**src/rtl/clne_pkg.sv**
```systemverilog
// Shared types, constants and nibble tables for the character LCD expander encoder.
// Used by clne_front, clne_queue, clne_back and the top level; no dependencies.
package clne_pkg;

  // Screen geometry of the 20x4 display.
  localparam int LINE_LENGTH  = 20;
  localparam int SCREEN_CHARS = 80;
  localparam int CURSOR_W     = 7;

  // Nibble-write index within one queued entry (up to fourteen writes).
  localparam int NIB_IDX_W = 4;

  // Item kinds on the input channel.
  localparam logic KIND_CHAR = 1'b0;
  localparam logic KIND_INIT = 1'b1;

  // Board wiring codes.
  localparam logic WIRING_LOW  = 1'b0;
  localparam logic WIRING_HIGH = 1'b1;

  // Display command bytes.
  localparam logic [7:0] CMD_LINE2     = 8'hC0;
  localparam logic [7:0] CMD_LINE3     = 8'h94;
  localparam logic [7:0] CMD_LINE4     = 8'hD4;
  localparam logic [7:0] CMD_FUNC_SET  = 8'h28;
  localparam logic [7:0] CMD_DISP_ON   = 8'h0C;
  localparam logic [7:0] CMD_CLEAR     = 8'h01;
  localparam logic [7:0] CMD_HOME      = 8'h02;
  localparam logic [7:0] CMD_ENTRY     = 8'h06;
  localparam logic [7:0] CMD_ADDR_ZERO = 8'h80;
  localparam logic [3:0] WAKE_NIB      = 4'h3;
  localparam logic [3:0] WAKE_LAST_NIB = 4'h2;
  localparam logic [7:0] FIRST_PRINT   = 8'h20;
  localparam logic [7:0] RS_HIGH_WIRE  = 8'h08;
  localparam logic [7:0] RS_LOW_WIRE   = 8'h10;

  // Last nibble-write index for each kind of entry.
  localparam logic [NIB_IDX_W-1:0] INIT_LAST_HOME  = 4'd11;
  localparam logic [NIB_IDX_W-1:0] INIT_LAST_CLEAR = 4'd13;
  localparam logic [NIB_IDX_W-1:0] CHAR_LAST_LINE  = 4'd3;
  localparam logic [NIB_IDX_W-1:0] CHAR_LAST_PLAIN = 4'd1;

  // Line-address command that precedes a character.
  typedef enum logic [1:0] {
    LINE_NONE,
    LINE_TWO,
    LINE_THREE,
    LINE_FOUR
  } line_sel_t;

  // One word of work handed from the front to the back.
  typedef struct packed {
    logic       kind;
    logic       clr;
    line_sel_t  line_sel;
    logic [7:0] code;
  } entry_t;

  // A nibble write: register select and the four data bits.
  typedef struct packed {
    logic       rs;
    logic [3:0] nib;
  } nib_write_t;

  // Index of the final nibble write of an entry.
  function automatic logic [NIB_IDX_W-1:0] last_index(input entry_t e);
    logic [NIB_IDX_W-1:0] r;
    if (e.kind == KIND_INIT) begin
      r = e.clr ? INIT_LAST_CLEAR : INIT_LAST_HOME;
    end else begin
      r = (e.line_sel != LINE_NONE) ? CHAR_LAST_LINE : CHAR_LAST_PLAIN;
    end
    return r;
  endfunction

  // Command byte for a line-address selection.
  function automatic logic [7:0] line_cmd(input line_sel_t s);
    logic [7:0] r;
    unique case (s)
      LINE_TWO:   r = CMD_LINE2;
      LINE_THREE: r = CMD_LINE3;
      LINE_FOUR:  r = CMD_LINE4;
      default:    r = '0;
    endcase
    return r;
  endfunction

  // Nibble write number idx of an init sequence.
  function automatic logic [3:0] init_nib(input logic [NIB_IDX_W-1:0] idx, input logic clr);
    logic [7:0] mode;
    logic [3:0] r;
    mode = clr ? CMD_CLEAR : CMD_HOME;
    unique case (idx)
      4'd0, 4'd1, 4'd2: r = WAKE_NIB;
      4'd3:             r = WAKE_LAST_NIB;
      4'd4:             r = CMD_FUNC_SET[7:4];
      4'd5:             r = CMD_FUNC_SET[3:0];
      4'd6:             r = CMD_DISP_ON[7:4];
      4'd7:             r = CMD_DISP_ON[3:0];
      4'd8:             r = mode[7:4];
      4'd9:             r = mode[3:0];
      4'd10:            r = CMD_ENTRY[7:4];
      4'd11:            r = CMD_ENTRY[3:0];
      4'd12:            r = CMD_ADDR_ZERO[7:4];
      4'd13:            r = CMD_ADDR_ZERO[3:0];
      default:          r = '0;
    endcase
    return r;
  endfunction

  // Nibble write number idx of any entry.
  function automatic nib_write_t entry_nib(input entry_t e, input logic [NIB_IDX_W-1:0] idx);
    nib_write_t r;
    logic [1:0] pos;
    logic [7:0] cmd;
    r.rs  = 1'b0;
    r.nib = '0;
    // Without a line command the character starts at the third slot.
    pos = (e.line_sel != LINE_NONE) ? idx[1:0] : (idx[1:0] + 2'd2);
    cmd = line_cmd(e.line_sel);
    if (e.kind == KIND_INIT) begin
      r.nib = init_nib(idx, e.clr);
    end else begin
      case (pos)
        2'd0:    r.nib = cmd[7:4];
        2'd1:    r.nib = cmd[3:0];
        2'd2:    begin r.rs = 1'b1; r.nib = e.code[7:4]; end
        default: begin r.rs = 1'b1; r.nib = e.code[3:0]; end
      endcase
    end
    return r;
  endfunction

  // Place a nibble and register select on the expander pins.
  function automatic logic [7:0] place_nibble(input nib_write_t w, input logic wiring);
    logic [7:0] r;
    if (wiring == WIRING_HIGH) begin
      r = {w.nib, 4'h0} | (w.rs ? RS_HIGH_WIRE : 8'h00);
    end else begin
      r = {4'h0, w.nib} | (w.rs ? RS_LOW_WIRE : 8'h00);
    end
    return r;
  endfunction

endpackage

```
**src/rtl/clne_front.sv**
```systemverilog
// Front end: accepts input words, tracks the cursor and classifies each word.
// Depends on clne_pkg; pushes one entry per word that produces output.
module clne_front import clne_pkg::*; (
  input  logic       clk,
  input  logic       rst,
  input  logic       accept,
  input  logic       kind,
  input  logic [7:0] char_code,
  input  logic       clear_display,
  output logic       push,
  output entry_t     push_entry
);

  logic [CURSOR_W-1:0] cursor;
  logic [CURSOR_W-1:0] cursor_next;
  logic                on_screen;
  logic                printable;

  // Decide whether the word produces output and which line command goes first.
  always_comb begin
    on_screen             = cursor < CURSOR_W'(SCREEN_CHARS);
    printable             = char_code >= FIRST_PRINT;
    push                  = accept && ((kind == KIND_INIT) || (printable && on_screen));
    push_entry.kind       = kind;
    push_entry.clr        = clear_display;
    push_entry.code       = char_code;
    if (cursor == CURSOR_W'(LINE_LENGTH)) begin
      push_entry.line_sel = LINE_TWO;
    end else if (cursor == CURSOR_W'(2 * LINE_LENGTH)) begin
      push_entry.line_sel = LINE_THREE;
    end else if (cursor == CURSOR_W'(3 * LINE_LENGTH)) begin
      push_entry.line_sel = LINE_FOUR;
    end else begin
      push_entry.line_sel = LINE_NONE;
    end
  end

  // Init returns the cursor home; a written character advances it.
  always_comb begin
    cursor_next = cursor;
    if (accept && (kind == KIND_INIT)) begin
      cursor_next = '0;
    end else if (push) begin
      cursor_next = cursor + CURSOR_W'(1);
    end
  end

  always_ff @(posedge clk) begin
    if (rst) begin
      cursor <= '0;
    end else begin
      cursor <= cursor_next;
    end
  end

endmodule

```
**src/rtl/clne_queue.sv**
```systemverilog
// Two-entry queue of work entries between the front and the back end.
// Depends on clne_pkg for the entry type.
module clne_queue import clne_pkg::*; (
  input  logic   clk,
  input  logic   rst,
  input  logic   push,
  input  entry_t push_entry,
  input  logic   pop,
  output logic   full,
  output logic   head_valid,
  output entry_t head
);

  entry_t     slots [2];
  logic       wr_ptr;
  logic       rd_ptr;
  logic [1:0] count;

  assign full       = count == 2'd2;
  assign head_valid = count != 2'd0;
  assign head       = slots[rd_ptr];

  // Pointers and fill count.
  always_ff @(posedge clk) begin
    if (rst) begin
      wr_ptr <= 1'b0;
      rd_ptr <= 1'b0;
      count  <= '0;
    end else begin
      if (push) begin
        wr_ptr <= ~wr_ptr;
      end
      if (pop) begin
        rd_ptr <= ~rd_ptr;
      end
      case ({push, pop})
        2'b10:   count <= count + 2'd1;
        2'b01:   count <= count - 2'd1;
        default: count <= count;
      endcase
    end
  end

  // Entry storage.
  always_ff @(posedge clk) begin
    if (push) begin
      slots[wr_ptr] <= push_entry;
    end
  end

endmodule

```
**src/rtl/clne_back.sv**
```systemverilog
// Back end: expands queued entries into expander bytes, one per cycle while the output is not stalled.
// Depends on clne_pkg; drives the output register of the byte channel.
module clne_back import clne_pkg::*; (
  input  logic       clk,
  input  logic       rst,
  input  logic       wiring,
  input  logic       head_valid,
  input  entry_t     head,
  output logic       pop,
  output logic       out_valid,
  input  logic       out_stall,
  output logic [7:0] port_byte,
  output logic       last_byte
);

  typedef enum logic [1:0] {
    PH_VALUE,
    PH_INVERT,
    PH_HOLD_A,
    PH_HOLD_B
  } phase_t;

  phase_t               phase;
  phase_t               phase_next;
  logic [NIB_IDX_W-1:0] idx;
  logic                 load;
  logic                 last_nib;
  logic [7:0]           value;
  logic [7:0]           byte_next;

  // Current byte from the head entry, nibble index and phase.
  always_comb begin
    value    = place_nibble(entry_nib(head, idx), wiring);
    last_nib = idx == last_index(head);
    load     = head_valid && (!out_valid || !out_stall);
    pop      = load && last_nib && (phase == PH_HOLD_B);
    unique case (phase)
      PH_VALUE:  begin byte_next = value;  phase_next = PH_INVERT; end
      PH_INVERT: begin byte_next = ~value; phase_next = PH_HOLD_A; end
      PH_HOLD_A: begin byte_next = 8'hFF;  phase_next = PH_HOLD_B; end
      default:   begin byte_next = 8'hFF;  phase_next = PH_VALUE;  end
    endcase
  end

  // Sequencer state and output register.
  always_ff @(posedge clk) begin
    if (rst) begin
      phase     <= PH_VALUE;
      idx       <= '0;
      out_valid <= 1'b0;
    end else begin
      if (load) begin
        phase     <= phase_next;
        out_valid <= 1'b1;
        if (phase == PH_HOLD_B) begin
          idx <= last_nib ? '0 : idx + NIB_IDX_W'(1);
        end
      end else if (!out_stall) begin
        out_valid <= 1'b0;
      end
    end
  end

  always_ff @(posedge clk) begin
    if (load) begin
      port_byte <= byte_next;
      last_byte <= pop;
    end
  end

endmodule

```
**src/rtl/char_lcd_nibble_expander_encoder_top.sv**
```systemverilog
// Top level of the character LCD nibble encoder for an 8-bit port expander.
// Depends on clne_pkg, clne_front, clne_queue and clne_back.
//
//   channel  direction  handshake             payload
//   in       input      in_valid / in_stall   kind, char_code, clear_display
//   out      output     out_valid / out_stall port_byte, last_byte
//   config   input      wr_en                 wr_data (board wiring)
//
// Each nibble write becomes four bytes, one byte per cycle from the back end while the
// output is not stalled: a character word gives 8 or 16 bytes, an init word 48 or 56 bytes.
// Control codes and words past the end of the screen are taken but give no bytes.
// The front accepts a new word whenever the two-entry queue has room, so input
// and output stall independently.
// Reset is synchronous; it clears the cursor, the queue and sets wiring to 1.
module char_lcd_nibble_expander_encoder_top import clne_pkg::*; (
  input  logic       clk,
  input  logic       rst,
  input  logic       in_valid,
  output logic       in_stall,
  input  logic       kind,
  input  logic [7:0] char_code,
  input  logic       clear_display,
  output logic       out_valid,
  input  logic       out_stall,
  output logic [7:0] port_byte,
  output logic       last_byte,
  input  logic       wr_en,
  input  logic       wr_data
);

  logic   board_wiring;
  logic   accept;
  logic   push;
  entry_t push_entry;
  logic   q_full;
  logic   q_valid;
  entry_t q_head;
  logic   pop;

  assign in_stall = q_full;
  assign accept   = in_valid && !in_stall;

  // Wiring register.
  always_ff @(posedge clk) begin
    if (rst) begin
      board_wiring <= WIRING_HIGH;
    end else if (wr_en) begin
      board_wiring <= wr_data;
    end
  end

  clne_front u_front (
    .clk           (clk),
    .rst           (rst),
    .accept        (accept),
    .kind          (kind),
    .char_code     (char_code),
    .clear_display (clear_display),
    .push          (push),
    .push_entry    (push_entry)
  );

  clne_queue u_queue (
    .clk        (clk),
    .rst        (rst),
    .push       (push),
    .push_entry (push_entry),
    .pop        (pop),
    .full       (q_full),
    .head_valid (q_valid),
    .head       (q_head)
  );

  clne_back u_back (
    .clk        (clk),
    .rst        (rst),
    .wiring     (board_wiring),
    .head_valid (q_valid),
    .head       (q_head),
    .pop        (pop),
    .out_valid  (out_valid),
    .out_stall  (out_stall),
    .port_byte  (port_byte),
    .last_byte  (last_byte)
  );

  // A full queue always has an entry at its head.
  assert property (@(posedge clk) disable iff (rst) q_full |-> q_valid)
    else $error("queue full without a head entry");

  // Control codes never reach the queue.
  assert property (@(posedge clk) disable iff (rst)
    (accept && (kind == KIND_CHAR) && (char_code < FIRST_PRINT)) |-> !push)
    else $error("control code queued");

  // Every init word is queued.
  assert property (@(posedge clk) disable iff (rst)
    (accept && (kind == KIND_INIT)) |-> push)
    else $error("init word dropped");

  // Output channel is empty right after reset.
  assert property (@(posedge clk) rst |=> !out_valid)
    else $error("output valid after reset");

endmodule

```
**config.mk**
```make
export PLATFORM = sky130hd
export DESIGN_NAME = char_lcd_nibble_expander_encoder_top
export DESIGN_NICKNAME = d
export VERILOG_FILES = /design/src/rtl/clne_pkg.sv /design/src/rtl/clne_front.sv /design/src/rtl/clne_queue.sv /design/src/rtl/clne_back.sv /design/src/rtl/char_lcd_nibble_expander_encoder_top.sv
export SDC_FILE = /design/constraint.sdc
export NUM_CORES = 1
export LEC_CHECK = 0
export BUFFER_PORTS_ARGS = -buffer_cell sky130_fd_sc_hd__clkbuf_2
export CORE_MARGIN = 5
export CORE_UTILIZATION = 32
export CTS_CLUSTER_DIAMETER = 80
export DETAILED_ROUTE_END_ITERATION = 16
export SYNTH_ARGS = -nofsm -noshare
export SYNTH_HDL_FRONTEND = slang
export SYNTH_SLANG_ARGS = --single-unit
```
**constraint.sdc**
```tcl
create_clock -name clk -period 3 [get_ports clk]
set_input_delay 0.15 -clock clk [delete_from_list [all_inputs] [get_ports clk]]
set_output_delay 0.15 -clock clk [all_outputs]
set_load 0.1 [all_outputs]
```
---- Word-level counts from Yosys, hierarchy flattened ----
Memory sizes are Yosys's and may differ from the RTL's. A register that Yosys moved wholly into a read port is not among the register bits.
Index checks and enable logic that the tools add are counted.
word-level totals
  register bits ........................... 28
  bits in latches ......................... 0
  memory bits (writable) .................. 24
  bits in read-only memories .............. 0
  input bits .............................. 16
  logic and storage cells ................. 100
  memories ................................ 1
operators by class
  $add $sub $neg .......................... 5
  multiply operators ...................... 0
  divide/modulo/power cells ............... 0
  magnitude comparators ................... 2
  equality and inequality tests ........... 26
  shift operators ......................... 0
  mux-type cells .......................... 27
  bitwise gates (word level) .............. 5
  reduce and logical (&&, ||, !) cells .... 24
memory list
  name           words  width  rd ports  clocked after memory_dff  wr ports  RTL line          RTL
  u_queue.slots  2      12     1         1                         1         clne_queue.sv:14  entry_t slots [2];
operator list
  operator               count
  $pmux W4 S7            1
  $pmux W8 S3            1
  $eq A4 B4 Y1 const B   4
  $mux W4                4
  $pmux W8 S2            1
  $eq A2 B2 Y1 const B   7
  $eq A7 B6 Y1 const B   2
  $eq A4 B3 Y1 const B   3
  $mux W2                6
  $pmux W4 S3            1
  $eq A2 B1 Y1 const B   4
  $eq A4 B2 Y1 const B   2
  $ge A8 B6 Y1 const B   1
  $mux W1                8
  $mux W8                1
  $not A8 Y8             1
  $or A4 B8 Y8           1
  $or A8 B8 Y8           1
  $reduce_or A2 Y1       4
  $add A7 B1 Y7 const B  1
  $eq A7 B5 Y1 const B   1
  $logic_and A1 B1 Y1    7
  $lt A7 B7 Y1 const B   1
  $pmux W2 S3            1
  18 further kinds       25

---- Longest topological paths before layout ----
Gate-level depths: netlist of run 1.
  word-level depth ........................ 11
  gate-level depth with buffers ........... 10
  gate-level depth less buffers ........... 9

---- By module ----
Synthesis of run 1 repeated with hierarchy kept, for this count alone.
second synthesis, totals
  cell total of the unflattened synthesis .. 259
  area, all modules ....................... 2811.4 µm²
by module, submodules not included
  module                                instances  cells each  area an instance (µm²)
  clne_back                             1          127         1151.1
  clne_queue                            1          59          1068.5
  clne_front                            1          69          550.5
  char_lcd_nibble_expander_encoder_top  1          4           41.3

---- Worst setup path before layout of run 1 ----
No wires, ideal clock.
  path type ............................... register -> register
  from .................................... register u_queue.count[1]
  to ...................................... register u_queue.count[1]
  arrival ................................. 3.031 ns
  required time ........................... 2.929 ns
  slack ................................... -0.101 ns
  cell stages (with the launch flop) ...... 8
  period minus slack after synthesis ...... 3.101 ns
  cells stage by stage .................... dfxtp_1 > nor2b_1 > nor2b_1 > o21a_1 > inv_1 > ha_1 > or3_1 > a21oi_1
on the way
  cells in the longest elaborated chain, start to end .. 6
  elaborated cells on any way between the ends .. 14
  those cells by class .................... 2 x add/sub; 3 x eq/ne; 1 x mux; 8 x reduce/logical
ends and longest elaborated chain
  item                                                      RTL line                                    RTL
  start: declaration                                        clne_queue.sv:17                            logic [1:0] count;
  start signal: assignment                                  clne_queue.sv:37                            2'b10: count <= count + 2'd1;
  start signal: assignment                                  clne_queue.sv:38                            2'b01: count <= count - 2'd1;
  start signal: assignment                                  clne_queue.sv:39                            default: count <= count;
  $eq A2 B2 Y1 (*)                                          clne_queue.sv:19                            assign full = count == 2'd2;
  net in_stall                                              char_lcd_nibble_expander_encoder_top.sv:19  output logic in_stall,
  $logic_not A1 Y1 (*)                                      char_lcd_nibble_expander_encoder_top.sv:41  assign accept = in_valid && !in_stall;
  $logic_and A1 B1 Y1 (*)                                   char_lcd_nibble_expander_encoder_top.sv:41
  $logic_and A1 B1 Y1 (*)                                   clne_front.sv:23                            push = accept && ((kind == KIND_INIT) || (printable && on_screen));
  $eq A2 B1 Y1 / $eq A2 B2 Y1 (equally long branches)       clne_queue.sv:36                            case ({push, pop})
  $pmux W2 S2 / $reduce_bool A2 Y1 (equally long branches)  n/a
Mark *: on every way through the listed nets, which the timed path passes. The rest lies on a longest branch.
A chain may end at the register's enable or synchronous reset.

==> results.yml, run 1 <==
run_status:
  status: "finished, final reports clean"
sta:
  setup_tns_ps: 0
  fin_skew_ps: 8.63
  relSlewSlack_pct: 62.3
  fin_crit_ps: 2550
  fin_crit_sh_pct: 84.9
  fmax_mhz: 393
  rsz0062_at_grt: "false"
  worst_pin_slew_ps: 550
  slew_viol_final: 0
  setup_viol: 0
  finalHoldViolations: 0
cts:
  ctsResizeCount: 0
  cts_buffer_depth: 2
  clock_latency_ps: 310
  postCtsSetupRepairBufs: 0
  path_clk_slew_ps: 110
  tritoncts: "built"
  numCtsBuffers: 5
  ctsRootBufferMaster: "clkbuf_8"
  h-tree-depth: 2
  hold_buffers: 0
  clock_sinks: 53
critical_path:
  worst_r2r_path_depth: 8
  crit_arrival_ps: 2790
  crit_required_ps: 3240
  path_max_fanout: 10
  critPathLaunchType: "flop"
  path_class: "reg -> reg"
  critPathCaptureType: "flop"
global_routing:
  grt_overflow: 0
  grt_pass1_vias: 1773
  grt_first_pass_wirelength_um: 8450
  antenna_found_initial: 0
  grt_max_degree: 20
  grt.total_usage_pct: 10.3
floorplan:
  core_mm2: 0.00818
  start_util_pct: 32.7
  row_count: 33
  die_h_um: 101
  io_pins: 27
  die-area_mm2: 0.0103
  die_w_um: 101
power_and_ir_drop:
  ir_worst_vdd_mv: 0.265
  p_leak_uw: 0.00119
  power_density_mw_per_mm2: 578
synthesis:
  syn_area_mm2: 0.00267
  synth_ff_type: "edfxtp_1"
  yosys_warnings: 0
  yosysSeqAreaShare_pct: 52.1
  ys_async_sr_fraction_pct: 0
  synth_top_area_share_pct: 37.1
  syn_avg_cell_area_um2: 11.4
  synthTopCellsByArea: "edfxtp_1 37%, dfxtp_1 15%, mux2i_1 6.4%"
  ys_types: 50
  synth.most_common_cell: "edfxtp_1"
  synth_edf_count: 33
  ys_top_cells_by_count: "33 x edfxtp_1, 26 x nor2_1, 20 x dfxtp_1"
  syn-num-nets: 263
  synthCells: 235
  ys_seq_elements: 53
  post-synth-top-area-cell: "edfxtp_1"
placed_design:
  placed_area_mm2: 0.00293
  io_buffers: 26
  gp_congestion: 0.839
  post-dp-hpwl_um: 3630
route:
  dr.pass1.iters: 4
  avgViaCountPerCell: 4.75
  wirelength_um: 4860
  initialDrtViolationCount: 132
  route.vias.total: 1764
  drc: 0
  routedWlPerCell_um: 13.1
  antenna_left: 0
layout:
  stdcell_area_mm2: 0.00302
  fill_cells: 820
  layout-drive-gt1-share_pct: 19.5
  nNetsFinal: 293
  area_delta_synth_final_pct: 13.2
  insertedDiodeCount: 0
min_path:
  min_path_type: "in -> reg"
  hold_depth: 1
run:
  maxCapViolCount: 0
==> final timing paths <==
path                                       from                            end  slack [ps]
setup / recovery                           flop  u_queue.count[1]$_SDFFE_PP0P_         450
hold / removal                     char_code[2]  u_queue.slots[0][2]$_DFFE_PP_          30
setup reg to reg                           flop  u_queue.count[1]$_SDFFE_PP0P_         450
hold reg to reg   u_back.out_valid$_SDFFE_PP0P_  u_back.out_valid$_SDFFE_PP0P_         470
==> layout make-up <==
| type | instances | area (um^2) | share of cell area (%) |
|---|---|---|---|
| Clock inverter | 3 | 28.8 | 0.952 |
| Timing Repair Buffer | 31 | 168 | 5.54 |
| Multi-Input combinational cell | 162 | 1190 | 39.4 |
| Sequential cell | 53 | 1390 | 46.0 |
| Clock buffer | 5 | 68.8 | 2.28 |
| Inverter | 12 | 45.0 | 1.49 |
| Tap cell | 105 | 131 | 4.34 |
==> power breakdown <==
group          switching (uW)  internal (uW)  total (uW)  leakage [uW]
sequential               30.2            855         885      0.000475
combinational             324            107         432      0.000661
clock                     255            177         432     0.0000511
==> cells by family after synthesis <==
group,synth area share (%)
and+or+nand+nor,13.7
DFF,52.1
AOI/OAI and AO/OA,10.4
muxes,10.2
buffers and inverters,3.46
xor gates and xnor gates,4.59
adders and majority gates,5.62
==> through the flow <==
stage	utilization [%]	std cells	worst slack, ps	total power [uW]	hold WS [ps]
CTS	37.0	371	445	1770	18.3
global route	37.0	371	252	1840	5.53
detailed placement	35.8	363	484	1340	346
floorplan	-	235	136	1250	219
global placement	35.8	363	542	1330	342
finish	37.0	371	452	1750	26.4
==> placed cells by master, fill, tap and decap left out, types with 2 or more instances in the layout <==
cell / count
buf_4: 5
mux4_1: 2
a22oi_1: 2
clkbuf_2: 26
nor2b_1: 8
nor3_1: 8
a21oi_1: 9
ha_1: 12
clkbuf_8: 5
nor2_1: 26
and3_1: 2
inv_6: 2
nand2b_1: 3
mux2i_1: 17
nand4_1: 2
a31oi_1: 4
nand2_1: 13
nand3_1: 6
o21ai_0: 6
o31ai_1: 2
xnor2_1: 6
edfxtp_1: 33
xor2_1: 8
dfxtp_1: 20
inv_1: 12
==> registers in the layout, summed over array words and instances (netlist names), named ones only <==
signal and count:
u_back.port_byte 8, u_queue.count 2, u_back.idx 4, u_queue.slots 24, u_back.out_valid 1, u_back.phase 2
u_queue.wr_ptr 1, u_queue.rd_ptr 1, board_wiring 1, u_front.cursor 7, u_back.last_byte 1
==> routing by layer <==
| metal | GRT usage, % | wire length [um] |
|---|---|---|
| met2 | 16.7 | 2300 |
| met3 | 2.55 | 180 |
| met4 | 2.15 | 8 |
| met1 | 13.9 | 2370 |
| met5 | 0 | 0 |
==> worst max-delay path, cell delays in order, from the launching register on <==
cell	delay, ps
dfxtp_1	590
nor3_1	170
a211o_2	390
and4_2	240
o21ai_2	170
inv_1	90
ha_1	320
or3_1	370
a21oi_1	140
(Power assumes the default switching activity.)
==> inputs of run 2 (changes only) <==
==> constraint.sdc (replaced) <==
create_clock -name clk -period 2.25 [get_ports clk]
set_input_delay 0.1125 -clock clk [delete_from_list [all_inputs] [get_ports clk]]
set_output_delay 0.1125 -clock clk [all_outputs]
set_load 0.1 [all_outputs]
==> run 2 against run 1 <==
- flip-flop and latch count unchanged
- highest routed layer unchanged
- combinational power increased by 42%
- non-clock buffer count up 21
- sequential power grew 34%
- register-to-register slack got worse by 370 ps
- critical path type unchanged
- clock-buffer cell count did not move
- die area unchanged
- total power increased by 35%
- sequential share of layout area shrank 3.1 points
- clock power increased by 31%
==> results.yml, run 2 (same netlist as run 1, synthesis figures left out) <==
run_status:
  status: "finished, final reports clean"
global_routing:
  grt_pass1_vias: 1819
  antenna_found_initial: 0
  grt.total_usage_pct: 10.5
  grt_overflow: 0
  grt_max_degree: 20
  grt_first_pass_wirelength_um: 8550
critical_path:
  critPathLaunchType: "flop"
  cp-endpoint: "u_queue.count[1]$_SDFFE_PP0P_"
  crit_required_ps: 2490
  reg2reg_slack_ps: 80
  path_class: "reg -> reg"
  r2r_end: "u_queue.count[1]$_SDFFE_PP0P_"
  crit_start: "u_queue.slots[0][9]$_DFFE_PP_"
  critPathCaptureType: "flop"
  worst_r2r_path_depth: 8
  crit_arrival_ps: 2410
  r2r-start: "u_queue.slots[0][9]$_DFFE_PP_"
  path_max_fanout: 4
layout:
  reg_top3: "u_queue.slots x24, u_back.port_byte x8, u_front.cursor x7"
  final_cell_mix: "33 x edfxtp_1, 26 x nor2_1, 26 x clkbuf_2"
  insertedDiodeCount: 0
  largest_reg_flops: 24
  fill_cells: 801
  area_delta_synth_final_pct: 21.7
  stdcell_area_mm2: 0.00325
  regMostFlops: "u_queue.slots"
  register_area_mm2: 0.00140
  layout-drive-gt1-share_pct: 25.1
  layout_commonest_cell: "edfxtp_1"
  nNetsFinal: 314
  multi_input_area_mm2: 0.00124
cts:
  h-tree-depth: 2
  path_clk_slew_ps: 110
  cts_buffer_depth: 2
  clock_latency_ps: 310
  tritoncts: "built"
  numCtsBuffers: 5
  ctsRootBufferMaster: "clkbuf_8"
  clock_sinks: 53
route:
  routedWlPerCell_um: 13.0
  wirelength_um: 5100
  route.vias.total: 1850
  antenna_left: 0
  avgViaCountPerCell: 4.72
  dr.pass1.iters: 4
  drc: 0
  initialDrtViolationCount: 55
sta:
  finalHoldViolations: 0
  fin_skew_ps: 10.9
  rsz0062_at_grt: "true"
  fin_crit_sh_pct: 96.4
  relSlewSlack_pct: 63.7
  worst_pin_slew_ps: 547
  whs_ps: 28.0
  fmax_mhz: 461
  setup_viol: 0
  fin_crit_ps: 2170
  slew_viol_final: 0
floorplan:
  die_h_um: 101
  row_count: 33
  core_mm2: 0.00818
  die_w_um: 101
  die-area_mm2: 0.0103
  start_util_pct: 32.7
  io_pins: 27
min_path:
  min_path_type: "in -> reg"
run:
  maxCapViolCount: 0
placed_design:
  io_buffers: 26
  post-dp-hpwl_um: 3820
  placed_area_mm2: 0.00302
  gp_congestion: 0.887
power_and_ir_drop:
  power_density_mw_per_mm2: 727
  ir_worst_vdd_mv: 0.311
  p_leak_uw: 0.00129
==> run 2: what timing repair did <==
action	CTS	global route
hold buffers	7	2
resized for setup	0	6
hold endpoints to repair	13	4
setup buffers	0	3
setup endpoints to repair	0	3
==> run 2: per-stage QoR <==
step                      total power (uW)  setup slack, ps  std cells  TNS, ps  utilization (%)
after floorplan                       1680             66.8        235        0                -
after global placement                1800              126        372        0             36.9
after global routing                  2500            -56.9        392    -56.9             39.8
after detailed placement              1810             61.7        372        0             36.9
final                                 2370             81.5        392        0             39.8
after CTS                             2390             46.8        387        0             39.0
==> run 2: worst max-delay path: stages, from the launching register on <==
cell and delay, ps:
edfxtp_1 480, nor3_2 90, a211o_2 320, and4_2 230, o21ai_2 130, inv_1 70
ha_1 280, or3_1 370, a21oi_1 140
==> run 2: worst min-delay path by stage <==
stage,startpoint,endpoint,slack [ps],cells past startpoint
2_1_floorplan,rst,u_back.out_valid$_SDFFE_PP0P_,170,1
3_3_place_gp,char_code[3],u_queue.slots[0][3]$_DFFE_PP_,310,1
3_5_place_dp,char_code[2],u_queue.slots[1][2]$_DFFE_PP_,310,1
4_1_cts,char_code[6],u_queue.slots[0][6]$_DFFE_PP_,4,1
5_1_grt,wr_en,board_wiring$_SDFFE_PP1P_,20,2
6_report,wr_en,board_wiring$_SDFFE_PP1P_,30,2
==> run 2: cell type report <==
cell class | instances | share of cell area (%)
Clock buffer | 5 | 2.12
Clock inverter | 3 | 0.885
Inverter | 12 | 1.38
Multi-Input combinational cell | 162 | 38.0
Sequential cell | 53 | 42.9
Tap cell | 105 | 4.04
Timing Repair Buffer | 52 | 10.7
==> run 2: per-layer routing <==
metal / share of wire, % / track usage (%) / wire [um] / vias to the layer above
li1: - / - / - / 949
met1: 47 / 13.7 / 2420 / 870
met2: 48 / 17.3 / 2470 / 28
met3: 3.6 / 2.69 / 185 / 3
met4: 0.55 / 2.76 / 28 / 0
met5: 0 / 0 / 0 / -
==> run 2: report_power, final <==
part	switching (uW)	internal (uW)	leakage [uW]	total [uW]
combinational	442	171	0.000766	614
sequential	45.5	1140	0.000476	1190
clock	333	233	0.0000506	567
total	821	1550	0.00129	2370
